[src/sv/dedc_pkg.sv]
`default_nettype none

package dedc_pkg;

  localparam int KIND_W  = 6;
  localparam int TIME_W  = 32;
  localparam int HITS_W  = 16;
  localparam int QIDX_W  = 3;

  localparam logic [HITS_W-1:0] HITS_MAX = '1;

  // request codes
  localparam logic OP_LOG   = 1'b0;
  localparam logic OP_QUERY = 1'b1;

  typedef struct packed {
    logic [KIND_W-1:0] kind;
    logic [TIME_W-1:0] first_seen;
    logic [HITS_W-1:0] hits;
  } entry_t;

  // end of one request, from the scan sequencer to the top level
  typedef struct packed {
    logic   strobe;
    logic   hit;
    logic   new_slot;
    entry_t entry;
  } fin_t;

endpackage

`default_nettype wire

[src/sv/dedup_error_event_cache_top.sv]
`default_nettype none

// Error-event cache with one slot per error type, kept as a ring of
// SLOT_COUNT entries in a single RAM. A log or query request is taken when
// start is high and busy is low; its one result shows on hit/entry_* for a
// single cycle with done high and must be captured then, as the receiver
// cannot stall. Requests are scanned one slot per cycle from the newest
// slot back, through the RAM's single read port; logging type zero
// returns an empty result without a scan. A merged log saturates the
// count at 65535.
module dedup_error_event_cache_top import dedc_pkg::*; #(
  parameter int SLOT_COUNT = 8
) (
  input  wire logic              clk,
  input  wire logic              rst,
  input  wire logic              start,
  output logic                   busy,
  input  wire logic              operation,
  input  wire logic [KIND_W-1:0] error_type,
  input  wire logic [TIME_W-1:0] event_time,
  input  wire logic [QIDX_W-1:0] query_index,
  output logic                   done,
  output logic                   hit,
  output logic      [KIND_W-1:0] entry_type,
  output logic      [TIME_W-1:0] entry_time,
  output logic      [HITS_W-1:0] entry_count
);

  localparam int IDX_W = $clog2(SLOT_COUNT);
  localparam logic [IDX_W-1:0] LAST_IDX = IDX_W'(SLOT_COUNT - 1);

  logic [IDX_W-1:0]      head;
  logic [SLOT_COUNT-1:0] slot_valid;
  logic [IDX_W-1:0]      rd_addr;
  logic                  wr_en;
  logic [IDX_W-1:0]      wr_idx;
  entry_t                wr_data;
  entry_t                rd_data;
  fin_t                  fin;

  dedc_ram #(
    .WIDTH($bits(entry_t)),
    .DEPTH(SLOT_COUNT)
  ) u_ram (
    .clk  (clk),
    .we   (wr_en),
    .waddr(wr_idx),
    .wdata(wr_data),
    .raddr(rd_addr),
    .rdata(rd_data)
  );

  dedc_scan #(
    .SLOT_COUNT(SLOT_COUNT)
  ) u_scan (
    .clk        (clk),
    .rst        (rst),
    .start      (start),
    .operation  (operation),
    .error_type (error_type),
    .event_time (event_time),
    .query_index(query_index),
    .head       (head),
    .slot_valid (slot_valid),
    .rd_data    (rd_data),
    .busy       (busy),
    .rd_addr    (rd_addr),
    .wr_en      (wr_en),
    .wr_idx     (wr_idx),
    .wr_data    (wr_data),
    .fin        (fin)
  );

  // empty slots read as zero until first written
  always_ff @(posedge clk) begin
    if (rst) begin
      head       <= '0;
      slot_valid <= '0;
      done       <= 1'b0;
    end else begin
      done <= fin.strobe;
      if (fin.new_slot) begin
        slot_valid[head] <= 1'b1;
        head             <= (head == LAST_IDX) ? '0 : head + 1'b1;
      end
    end
  end

  always_ff @(posedge clk) begin
    if (fin.strobe) begin
      hit         <= fin.hit;
      entry_type  <= fin.entry.kind;
      entry_time  <= fin.entry.first_seen;
      entry_count <= fin.entry.hits;
    end
  end

`ifndef SYNTHESIS
  a_scan_starts: assert property (@(posedge clk) disable iff (rst)
    start && !busy && !(operation == OP_LOG && error_type == '0) |=> busy)
    else $error("request with a scan did not hold busy");

  a_hit_has_type: assert property (@(posedge clk) disable iff (rst)
    done && hit |-> entry_type != '0 && entry_count != '0)
    else $error("new or found slot reported without type or count");

  a_empty_is_zero: assert property (@(posedge clk) disable iff (rst)
    done && entry_type == '0 |-> !hit && entry_time == '0 && entry_count == '0)
    else $error("empty result carries data");

  a_head_moves_on_new: assert property (@(posedge clk) disable iff (rst)
    fin.new_slot |=> head != $past(head) || SLOT_COUNT == 1)
    else $error("ring head did not advance after a new slot");
`endif

endmodule

`default_nettype wire

[src/sv/dedc_ram.sv]
`default_nettype none

module dedc_ram #(
  parameter int WIDTH = 54,
  parameter int DEPTH = 8
) (
  input  wire logic                     clk,
  input  wire logic                     we,
  input  wire logic [$clog2(DEPTH)-1:0] waddr,
  input  wire logic [WIDTH-1:0]         wdata,
  input  wire logic [$clog2(DEPTH)-1:0] raddr,
  output logic      [WIDTH-1:0]         rdata
);

  logic [WIDTH-1:0] mem [DEPTH];

  always_ff @(posedge clk) begin
    if (we) begin
      mem[waddr] <= wdata;
    end
    rdata <= mem[raddr];
  end

endmodule

`default_nettype wire

[src/sv/dedc_scan.sv]
`default_nettype none

module dedc_scan import dedc_pkg::*; #(
  parameter int SLOT_COUNT = 8
) (
  input  wire logic                          clk,
  input  wire logic                          rst,
  input  wire logic                          start,
  input  wire logic                          operation,
  input  wire logic [KIND_W-1:0]             error_type,
  input  wire logic [TIME_W-1:0]             event_time,
  input  wire logic [QIDX_W-1:0]             query_index,
  input  wire logic [$clog2(SLOT_COUNT)-1:0] head,
  input  wire logic [SLOT_COUNT-1:0]         slot_valid,
  input  wire entry_t                        rd_data,
  output logic                               busy,
  output logic      [$clog2(SLOT_COUNT)-1:0] rd_addr,
  output logic                               wr_en,
  output logic      [$clog2(SLOT_COUNT)-1:0] wr_idx,
  output entry_t                             wr_data,
  output fin_t                               fin
);

  localparam int IDX_W = $clog2(SLOT_COUNT);
  localparam logic [IDX_W-1:0] LAST_IDX = IDX_W'(SLOT_COUNT - 1);

  localparam logic ST_IDLE = 1'b0;
  localparam logic ST_SCAN = 1'b1;

  logic              state, state_next;
  logic              op_q;
  logic [KIND_W-1:0] type_q;
  logic [TIME_W-1:0] time_q;
  logic [QIDX_W-1:0] want_q;
  logic [IDX_W-1:0]  ptr;
  logic [IDX_W-1:0]  cnt;
  logic              issue_done;
  logic              chk_v;
  logic              chk_last;
  logic [IDX_W-1:0]  chk_idx;
  logic [QIDX_W-1:0] seen;

  logic              accept;
  logic              issue;
  entry_t            entry_c;
  entry_t            merged;
  logic              occupied;
  logic              match;
  logic              exhausted;
  logic [IDX_W-1:0]  start_ptr;

  assign busy      = (state != ST_IDLE);
  assign accept    = start && (state == ST_IDLE);
  assign issue     = (state == ST_SCAN) && !issue_done;
  assign rd_addr   = ptr;
  // newest slot sits just behind the ring head
  assign start_ptr = (head == '0) ? LAST_IDX : head - 1'b1;

  always_comb begin
    entry_c = slot_valid[chk_idx] ? rd_data : '0;
    merged  = entry_c;
    if (entry_c.hits != HITS_MAX) begin
      merged.hits = entry_c.hits + 1'b1;
    end
    occupied = (entry_c.kind != '0);
    if (op_q == OP_LOG) begin
      match = chk_v && (entry_c.kind == type_q);
    end else begin
      match = chk_v && occupied && (seen == want_q);
    end
    exhausted = chk_v && chk_last && !match;
  end

  always_comb begin
    state_next = state;
    fin        = '0;
    wr_en      = 1'b0;
    wr_idx     = chk_idx;
    wr_data    = merged;
    unique case (state)
      ST_IDLE: begin
        if (accept) begin
          // logging type zero is dropped with an empty result
          if (operation == OP_LOG && error_type == '0) begin
            fin.strobe = 1'b1;
          end else begin
            state_next = ST_SCAN;
          end
        end
      end
      ST_SCAN: begin
        if (match) begin
          state_next = ST_IDLE;
          fin.strobe = 1'b1;
          if (op_q == OP_LOG) begin
            wr_en     = 1'b1;
            fin.entry = merged;
          end else begin
            fin.hit   = 1'b1;
            fin.entry = entry_c;
          end
        end else if (exhausted) begin
          state_next = ST_IDLE;
          fin.strobe = 1'b1;
          if (op_q == OP_LOG) begin
            wr_en                = 1'b1;
            wr_idx               = head;
            wr_data.kind         = type_q;
            wr_data.first_seen   = time_q;
            wr_data.hits         = HITS_W'(1);
            fin.hit              = 1'b1;
            fin.new_slot         = 1'b1;
            fin.entry            = wr_data;
          end
        end
      end
      default: state_next = ST_IDLE;
    endcase
  end

  always_ff @(posedge clk) begin
    if (rst) begin
      state <= ST_IDLE;
      chk_v <= 1'b0;
    end else begin
      state <= state_next;
      chk_v <= issue && (state_next == ST_SCAN);
    end
  end

  always_ff @(posedge clk) begin
    if (accept) begin
      op_q       <= operation;
      type_q     <= error_type;
      time_q     <= event_time;
      want_q     <= query_index;
      ptr        <= start_ptr;
      cnt        <= '0;
      issue_done <= 1'b0;
      seen       <= '0;
    end else begin
      if (issue) begin
        ptr        <= (ptr == '0) ? LAST_IDX : ptr - 1'b1;
        cnt        <= cnt + 1'b1;
        issue_done <= (cnt == LAST_IDX);
        chk_idx    <= ptr;
        chk_last   <= (cnt == LAST_IDX);
      end
      if (chk_v && op_q == OP_QUERY && occupied && !match) begin
        seen <= seen + 1'b1;
      end
    end
  end

endmodule

`default_nettype wire

[config.mk]
export PLATFORM = sky130hd
export DESIGN_NAME = dedup_error_event_cache_top
export DESIGN_NICKNAME = d
export VERILOG_FILES = /design/src/sv/dedc_pkg.sv /design/src/sv/dedup_error_event_cache_top.sv /design/src/sv/dedc_ram.sv /design/src/sv/dedc_scan.sv
export SDC_FILE = /design/constraint.sdc
export NUM_CORES = 1
export LEC_CHECK = 0
export BUFFER_PORTS_ARGS = -buffer_cell sky130_fd_sc_hd__buf_2
export CORE_ASPECT_RATIO = 0.8
export CORE_MARGIN = 4
export CORE_UTILIZATION = 40
export CTS_CLUSTER_DIAMETER = 30
export CTS_CLUSTER_SIZE = 28
export DETAILED_ROUTE_END_ITERATION = 8
export GPL_ROUTABILITY_DRIVEN = 0
export PLACE_DENSITY = 0.65
export SYNTH_ARGS = -nofsm -noshare
export SYNTH_HDL_FRONTEND = slang
export SYNTH_SLANG_ARGS = --single-unit
[constraint.sdc]
create_clock -name clk -period 7.08 [get_ports clk]
set_input_delay 0.354 -clock clk [delete_from_list [all_inputs] [get_ports clk]]
set_output_delay 0.354 -clock clk [all_outputs]
set_load 0.02 [all_outputs]
======== Word-level counts from Yosys, hierarchy flattened ========
Memory sizes are Yosys's and may differ from the RTL's. A register that Yosys moved wholly into a read port is not among the register bits.
Cells that the tools add are included.
storage, ports and cells
  output and inout bits ................... 57
  input bits .............................. 45
  memories ................................ 1
  word-level logic and storage cells ...... 101
  memory bits (writable) .................. 432
  flip-flop bits (word level) ............. 125
memories
  memory     depth  width  read ports  clocked after memory_dff  wr ports  RTL line        source
  u_ram.mem  8      54     1           1                         1         dedc_ram.sv:15  logic [WIDTH-1:0] mem [DEPTH];
operators by class
  $lt $le $gt $ge ......................... 3
  mux-type cells .......................... 42
  add/sub/neg operators ................... 6
  equality and inequality tests ........... 5
  bitwise gates (word level) .............. 4
  reduce and logical (&&, ||, !) cells .... 21
operator list
  kind                                                                                 count
  54-bit two-way mux                                                                   6
  57-bit two-way mux                                                                   1
  56-bit two-way mux                                                                   1
  55-bit two-way mux                                                                   1
  16-bit two-way mux                                                                   2
  3-bit two-way mux                                                                    9
  1-bit two-way mux                                                                    17
  16-bit by 1-bit adder with 16-bit output, second input constant                      1
  16-bit inequality test, second input constant                                        1
  1-bit logical AND                                                                    13
  3-bit by 1-bit adder with 3-bit output, second input constant                        3
  3-bit by 4-bit < comparator with 1-bit output, second input constant                 2
  8-bit OR                                                                             1
  3-bit equality test, second input constant                                           2
  6-bit equality test                                                                  1
  3-bit logical NOT                                                                    2
  6-bit logical NOT                                                                    1
  6-bit nonzero test                                                                   1
  3-bit by 1-bit subtractor with 3-bit output, second input constant                   2
  1-bit one-hot mux with 2 select lines                                                2
  1-bit binary-select mux with 3-bit select                                            1
  1-bit demux with 3-bit select                                                        1
  3-bit equality test                                                                  1
  3-bit by 1-bit greater-or-equal comparator with 1-bit output, second input constant  1
  5 further kinds                                                                      8

======== Depth between registers and ports, before layout ========
Gate-level depths: netlist (run 1).
  depth after elaboration ................. 14
  depth in mapped cells ................... 14
  gate-level depth less buffers ........... 11

======== Cells and area by module ========
Synthesis (run 1) repeated with hierarchy kept, for this count alone.
unflattened totals
  cell total of the unflattened synthesis .. 1239
  area total of the unflattened synthesis .. 23331.1 um^2
modules (own cells, without submodules)
  module                       sequential area each (um^2)  area each (um^2)  cells an instance  instances
  dedc_ram                     14053.5                      17326.6           691                1
  dedc_scan                    1651.6                       3878.7            446                1
  dedup_error_event_cache_top  1891.8                       2125.8            102                1

======== Least setup slack after synthesis (run 1) ========
No wires, ideal clock.
  path type ............................... reg-to-reg
  start point ............................. register u_scan.chk_idx[0]
  end point ............................... register entry_count[0] (enable)
  arrival ................................. 5.883 ns
  stages on the path, launching flop included .. 8
  setup slack ............................. 0.653 ns
  required time ........................... 6.536 ns
  library setup time ...................... 0.544 ns
  buffers on the path ..................... 1
  path through ............................ edfxtp_1 buf_6 mux2i_1 mux4_2 a21oi_1 nand4_1 o211a_1 o21ai_0
RTL lines
  what                    RTL line                           source
  start, declared         dedc_scan.sv:40                    logic [IDX_W-1:0] chk_idx;
  start signal, assigned  dedc_scan.sv:146                   chk_idx <= ptr;
  end signal, assigned    dedup_error_event_cache_top.sv:94  entry_count <= fin.entry.hits;
  end, declared           dedup_error_event_cache_top.sv:26  output logic [HITS_W-1:0] entry_count

======== Final worst setup path (run 1) ========
  start point ............................. register u_scan.chk_idx[0]
  end point ............................... memory u_ram.mem[5][13], data pin
on the way
  word-level cells in the longest chain between the ends .. 12
RTL lines
  what                                                                              RTL line         source
  1-bit binary-select mux with 3-bit select (*)                                     dedc_scan.sv:60  entry_c = slot_valid[chk_idx] ? rd_data : '0;
  1-bit two-way mux (implied by the code) (*)                                       dedc_scan.sv:60
  54-bit two-way mux (*)                                                            dedc_scan.sv:60
  branches (longest 8 deep; another with 16-bit by 1-bit adder with 16-bit output)  --
  54-bit two-way mux (*)                                                            dedc_scan.sv:80  unique case (state)
  named net u_ram.wdata[13]                                                         dedc_ram.sv:10   input wire logic [WIDTH-1:0] wdata,
  end, declared                                                                     dedc_ram.sv:15
Mark *: on every way through the listed nets, which the timed path passes. The select of a mux whose other input is x is not followed.

==> qor.csv, run 1 <==
metric,value,unit
p_clk_share,54.2,%
track_usage,16.8,%
drt_iter0_drc,1209,
cts_resized,0,
clockBufferDepth,3,
timing.fmax,215,MHz
use_met3,4.04,%
layout_common_cells,"536 x edfxtp_1, 189 x nand2_1, 112 x clkbuf_16",
rsz0062_at_grt,false,
min_path_type,in -> reg,
vias,13079,
antenna_left,0,
slew_headroom,17.6,%
fin_tns_setup,0,ns
grt_max_degree,61,
synthFlopType,edfxtp_1,
power_density,344,nW/µm²
area.growth.synth_to_final,24.5,%
wl,53200,µm
die_width,281,µm
grt_pass1_wl,81200,µm
intPower,8.01,mW
p_switching,2.23,mW
met1_usage,23.0,%
reg2reg_slack,2.43,ns
status,"finished, final reports clean",
syn_inst,1373,
start_util,40.8,%
min_path_cells,2,
antenna_found_initial,0,
num_io_pins,102,
wire_per_inst,21.7,µm
post-route-min-period,4.65,ns
path_max_fanout,40,
cts_sinks,611,
placed_area,25300,µm²
clk_latency,0.65,ns
vias_per_cell,5.34,
htreeDepth,3,
p_comb_share,6.0,%
ys_seq_elements,611,
fin_util,50.8,%
finalHoldViolCount,0,
syn-num-nets,1428,
diodes,0,
r2r-end,u_ram.mem[5][13],
cts.clk_slew.worst_paths,0.05,ns
p_seq_share,39.9,%
seq_area_frac_synth,73.6,%
p_sw_share,21.8,%
syn_area,23900,µm²
cts_tree,done,
power_leakage,10.1,nW
synth-edff-count,536,
cp.arrival,5.03,ns
critPathKind,reg -> reg,
worstSetupEndpointType,flip-flop,
crit_path_start_kind,flip-flop,
die_height,227,µm
final_max_slew_viol_count,0,
port-buffer-count,101,
ff2ff_path_depth,12,
drive_above_1_share,27.3,%
top_usage_layer,met2,
ir_worst_vdd,209,µV
period_share,65.7,%
avgSynthCellArea,17.4,µm²
route.detailed.drc,0,
ys_types,66,
die_area,63800,µm²
use_met2,27.1,%
layout_commonest_cell,edfxtp_1,
r2r-start,u_scan.chk_idx[0],
core,58600,µm²
worstHoldStart,rst,
grt-ovfl-total,0,
design_area,29800,µm²
grt_pass1_vias,13558,
dp_hpwl,28200,µm
fin_worst_skew,0.0216,ns
cts_root_buffer,clkbuf_16,
cp.required,7.46,ns
final_nets,1639,
maxCapViolCount,0,
firstDrtPassIters,5,
yosys_warnings,0,
min_to,head[1],
tightest_slew,1.24,ns
async_reset_ff_share,0,%
numCtsBuffers,111,
setup_viol,0,
fp-row-count,79,
[power groups by stage]
| stage | logic [mW] | clock network (mW) | registers (mW) |
|---|---|---|---|
| floorplan | 0.452 | 0 | 4.11 |
| global placement | 0.596 | 0 | 4.14 |
| detailed placement | 0.602 | 0 | 4.15 |
| CTS | 0.625 | 5.63 | 4.08 |
| global route | 0.679 | 5.81 | 4.09 |
| finish | 0.613 | 5.55 | 4.08 |
[metrics by stage]
stage | power [mW] | instances | worst slack, ns | hold WS, ns
6_report | 10.2 | 2451 | 2.43 | 0.0790
5_1_grt | 10.6 | 2451 | 2.20 | 0.0676
4_1_cts | 10.3 | 2451 | 2.49 | 0.0337
3_5_place_dp | 4.75 | 2198 | 2.54 | 0.455
3_3_place_gp | 4.74 | 2198 | 2.70 | 0.453
2_1_floorplan | 4.56 | 1373 | 0.653 | 0.423
[Yosys cell counts (19+ instances only)]
master	count	area, µm²
edfxtp_1	536	16100
nand2_1	189	709
mux4_2	110	2480
dfxtp_1	75	1500
nor2_1	38	143
and2_1	37	231
a22o_1	34	298
clkbuf_1	34	128
a21oi_1	32	160
nor3_1	28	140
inv_1	27	101
mux2_1	25	282
xnor2_1	21	184
buf_1	19	71.3
[worst max path at each step]
stage                       endpoint               from  cells past startpoint
floorplan             entry_count[0]  u_scan.chk_idx[0]                      7
global placement    u_ram.mem[0][13]  u_scan.chk_idx[0]                     12
detailed placement  u_ram.mem[4][13]  u_scan.chk_idx[0]                     12
CTS                 u_ram.mem[5][13]  u_scan.chk_idx[0]                     12
global route        u_ram.mem[5][13]  u_scan.chk_idx[0]                     12
finish              u_ram.mem[5][13]  u_scan.chk_idx[0]                     12
[routing by layer]
metal / vias up / routed length (µm)
li1: 5844 / -
met3: 93 / 3490
met4: 0 / 1060
met5: - / 0
met2: 434 / 25500
met1: 6708 / 23100
[cell families after synthesis]
kind of cell | share of synthesized area [%]
flops | 73.6
simple gates | 6.52
mux | 12.3
compound gates | 4.08
buf+inv | 1.78
xor+xnor | 1.17
fa+ha+maj | 0.523
[sequential cells by signal, summed over array words and instances (netlist names), 3 cells and up]
name,count
entry_time,32
entry_count,16
u_scan.time_q,32
head,3
u_scan.chk_idx,3
u_ram.mem,432
entry_type,6
slot_valid,8
u_scan.type_q,6
u_ram.rdata,54
u_scan.seen,3
u_scan.cnt,3
u_scan.rd_addr,3
u_scan.want_q,3
[critical path, stage by stage, from the launching register on]
cell,delay [ns]
edfxtp_1,0.58
mux2_2,0.30
mux4_2,0.51
buf_4,0.55
nand2_1,0.22
inv_1,0.10
ha_1,0.19
and3_1,0.22
nand3_1,0.13
o2111ai_1,0.85
nor2_1,0.14
xor2_1,0.20
nor2_1,0.37
[cell type report]
class,count,area (µm²)
well taps,769,962
multi-input cells,665,5990
fillers,4691,28800
repair buffers,167,1110
clock buffers,122,2870
clock inverters,89,1140
inverters,28,105
flip-flops and latches,611,17600
[repair_timing]
action / CTS / global route
setup buffers: 0 / 0
hold buffers: 42 / 0
endpoints found under the hold margin: 42 / 0
No activity file was read; power rests on OpenSTA's default activity.
==> run 2, diff against run 1 <==
--- a/config.mk
+++ b/config.mk
@@ -5,6 +5,7 @@
 export SDC_FILE = /design/constraint.sdc
 export NUM_CORES = 1
 export LEC_CHECK = 0
+export ABC_AREA = 1
 export BUFFER_PORTS_ARGS = -buffer_cell sky130_fd_sc_hd__buf_2
 export CORE_ASPECT_RATIO = 0.8
 export CORE_MARGIN = 4
@@ -13,7 +14,7 @@
 export CTS_CLUSTER_SIZE = 28
 export DETAILED_ROUTE_END_ITERATION = 8
 export GPL_ROUTABILITY_DRIVEN = 0
-export PLACE_DENSITY = 0.65
+export PLACE_DENSITY = 0.67
 export SYNTH_ARGS = -nofsm -noshare
 export SYNTH_HDL_FRONTEND = slang
 export SYNTH_SLANG_ARGS = --single-unit
==> constraint.sdc (replaced) <==
create_clock -name clk -period 4.15 [get_ports clk]
set_input_delay 0.2075 -clock clk [delete_from_list [all_inputs] [get_ports clk]]
set_output_delay 0.2075 -clock clk [all_outputs]
set_load 0.02 [all_outputs]
==> run 2 against run 1 <==
Against the previous run: first-iteration DRC count grew 33%; maximum frequency grew 22%; sequential power grew 77%; wire length grew 6.5%; sequential cell count is the same; global-route usage grew 0.44 points; non-clock buffer count grew 15; area after synthesis grew 0.96%; worst hold slack lost 0.0031 ns; worst setup slack lost 2.1 ns; via count grew 23%; final cell count grew 24%; critical endpoint is now u_ram.mem[2][21].
==> qor.csv, run 2 <==
metric,value,unit,change
cts_root_buffer,clkbuf_16,,
crit_path_start_kind,flip-flop,,
fp-row-count,80,,+1.3%
critPathSlowestCell,nor2_1,,
design_area,29600,µm²,-0.69%
setup_ws,0.345,ns,-2.08 ns
die_area,64400,µm²,+0.93%
reg2reg_slack,0.35,ns,-2.08 ns
vias_per_cell,5.29,,-0.94%
top_regs,"u_ram.mem: 432 flops, u_ram.rdata: 54 flops",,
grt-ovfl-total,0,,unchanged
firstDrtPassIters,5,,unchanged
final_nets,2240,,+37%
slew_headroom,33.2,%,+16 points
path_max_fanout,34,,-15%
cp_common_cell,nand2_1,,
tightest_slew,1.00,ns,-0.234 ns
drt_iter0_drc,1602,,+33%
worstSetupEndpointType,flip-flop,,
pre_cts_slack,0.445,ns,-2.10 ns
synthFlopType,edfxtp_1,,
clk_latency,0.63,ns,-0.02 ns
maxCapViolCount,0,,unchanged
hold_ws,0.0759,ns,-0.00314 ns
postCtsSetupBuffers,0,,unchanged
period_share,91.7,%,+26 points
clockBufferDepth,3,,unchanged
num_io_pins,102,,unchanged
setup_viol,0,,unchanged
r2r-start,u_scan.chk_idx[0],,
track_usage,17.3,%,+0.44 points
core,59700,µm²,+1.8%
synth-edff-count,536,,unchanged
synth_most_common_cell,edfxtp_1,,
cpPeakStageDelay,0.57,ns,-0.28 ns
cts_sinks,611,,unchanged
layout_common_cells,"536 x edfxtp_1, 419 x nor2_1, 269 x o21ai_0",,
avgSynthCellArea,12.0,µm²,-31%
ff2ff_path_depth,16,,+4
ys_types,41,,-38%
area.growth.synth_to_final,22.5,%,
cp.required,4.40,ns,-3.06 ns
min_path_cells,4,,+2
cts_resized,0,,unchanged
finalPower,17.4,mW,+70%
worstHoldStart,start,,
synthTopCellsByCount,"536 x edfxtp_1, 428 x nor2_1, 269 x o21ai_0",,
cp.arrival,4.05,ns,-0.98 ns
htreeDepth,3,,unchanged
finalHoldViolCount,0,,unchanged
antenna_left,0,,unchanged
cts.clk_slew.worst_paths,0.05,ns,about the same
largest_register_ffs,432,,unchanged
syn_inst,2017,,+47%
critPathKind,reg -> reg,,
post-route-min-period,3.80,ns,-0.847 ns
min_path_type,in -> reg,,
cts_tree,done,,
numCtsBuffers,99,,-11%
synthTopCellsByArea,"edfxtp_1 67%, nor2_1 6.7%, dfxtp_1 6.2%",,
ys_seq_elements,611,,unchanged
synth.top_cell.area_share,66.7,%,-0.64 points
timing.fmax,263,MHz,+22%
fin_util,49.6,%,-1.2 points
grt_pass1_vias,15664,,+16%
wl,56600,µm,+6.5%
min_to,u_scan.seen[0],,
route.detailed.drc,0,,unchanged
ir_worst_vdd,398,µV,+90%
power_leakage,10.6,nW,+5.3%
final_max_slew_viol_count,0,,unchanged
syn-num-nets,2072,,+45%
drive_above_1_share,15.0,%,-12 points
port-buffer-count,101,,unchanged
r2r-end,u_ram.mem[2][21],,
top_register,u_ram.mem,,
status,"finished, final reports clean",,
rsz0062_at_grt,false,,
yosysTopAreaCell,edfxtp_1,,
syn_area,24100,µm²,+0.96%
diodes,0,,unchanged
seq_area_frac_synth,72.9,%,-0.70 points
n_fill_cell,5063,,+7.9%
path_cells,inv_2 > nand2_1 > nand3_1 > nand3_4 > nand2_4 > nor2_2 > nand2_1 > nand2_1 > nand3_1 > nor2_1 > nor2_1 > nand3_1 > nand2_1 > nand2_1 > nor2_4 > buf_4,,
yosys_warnings,0,,unchanged
async_reset_ff_share,0,%,unchanged
placed_area,25600,µm²,+1.1%
antenna_found_initial,0,,unchanged
power_density,588,nW/µm²,+71%
layout_commonest_cell,edfxtp_1,,
die_width,283,µm,+0.47%
die_height,228,µm,+0.46%
vias,16123,,+23%
dp_hpwl,30700,µm,+8.8%
grt_pass1_wl,88300,µm,+8.7%
critical_path.startpoint,u_scan.chk_idx[0],,
wire_per_inst,18.6,µm,-14%
grt_max_degree,218,,+260%
start_util,40.5,%,-0.33 points
fin_worst_skew,0.0234,ns,+0.00179 ns
-- run 2: worst max path at each step --
| stage | endpoint | cells after the start |
|---|---|---|
| 6_report | u_ram.mem[2][21] | 16 |
| 5_1_grt | u_ram.mem[2][21] | 16 |
| 4_1_cts | u_ram.mem[2][21] | 16 |
| 3_5_place_dp | u_ram.mem[2][38] | 16 |
| 3_3_place_gp | u_ram.mem[2][27] | 16 |
| 2_1_floorplan | u_ram.mem[2][0] | 16 |
-- run 2: metal layers --
metal  GRT usage (%)  up-vias  part of all wire [%]
met1            25.3     7805                    46
met4            5.09        0                   2.1
met5               0        -                     0
met2            25.8      657                    44
li1                -     7564                     -
met3            4.05       97                   8.3
-- run 2: what timing repair did --
item,4_1_cts,5_1_grt
endpoints found under the hold margin,53,0
endpoints found under the setup margin,0,0
hold buffers,43,0
-- run 2: kinds of logic after synthesis --
group / Yosys count / synth area share, %
AO/OA/AOI/OAI: 448 / 10.2
XOR/XNOR: 16 / 0.581
flip-flops: 611 / 72.9
adder cells (fa/ha/maj): 10 / 0.518
AND/OR/NAND/NOR: 707 / 12.1
buffers and inverters: 225 / 3.77
-- run 2: critical path: cells and delay by family, from the launching register on --
| kind | cells | cell delay (ns) |
|---|---|---|
| buf+inv | 2 | 0.64 |
| flops | 1 | 0.45 |
| simple gates | 14 | 2.30 |
-- run 2: final cells by class --
cell class	instances	area [µm²]	share of cell area, %
clock buffer	131	2810	9.49
clock inverter	56	718	2.43
inverter	110	422	1.43
multi-input combinational	1181	5710	19.3
sequential	611	17600	59.5
tap	779	975	3.30
timing repair buffer	182	1330	4.51
-- run 2: power by group --
group | leakage, nW | internal, mW | switching [mW] | total [mW]
Combinational | 3.41 | 0.492 | 1.18 | 1.68
Sequential | 5.52 | 7.09 | 0.143 | 7.24
Clock | 1.69 | 5.55 | 2.92 | 8.47
-- run 2: per-stage QoR --
step                      TNS, ns  instances
after floorplan            -88.65       2017
after global placement          0       2820
after detailed placement        0       2820
after CTS                       0       3050
after global routing            0       3050
final                           0       3050
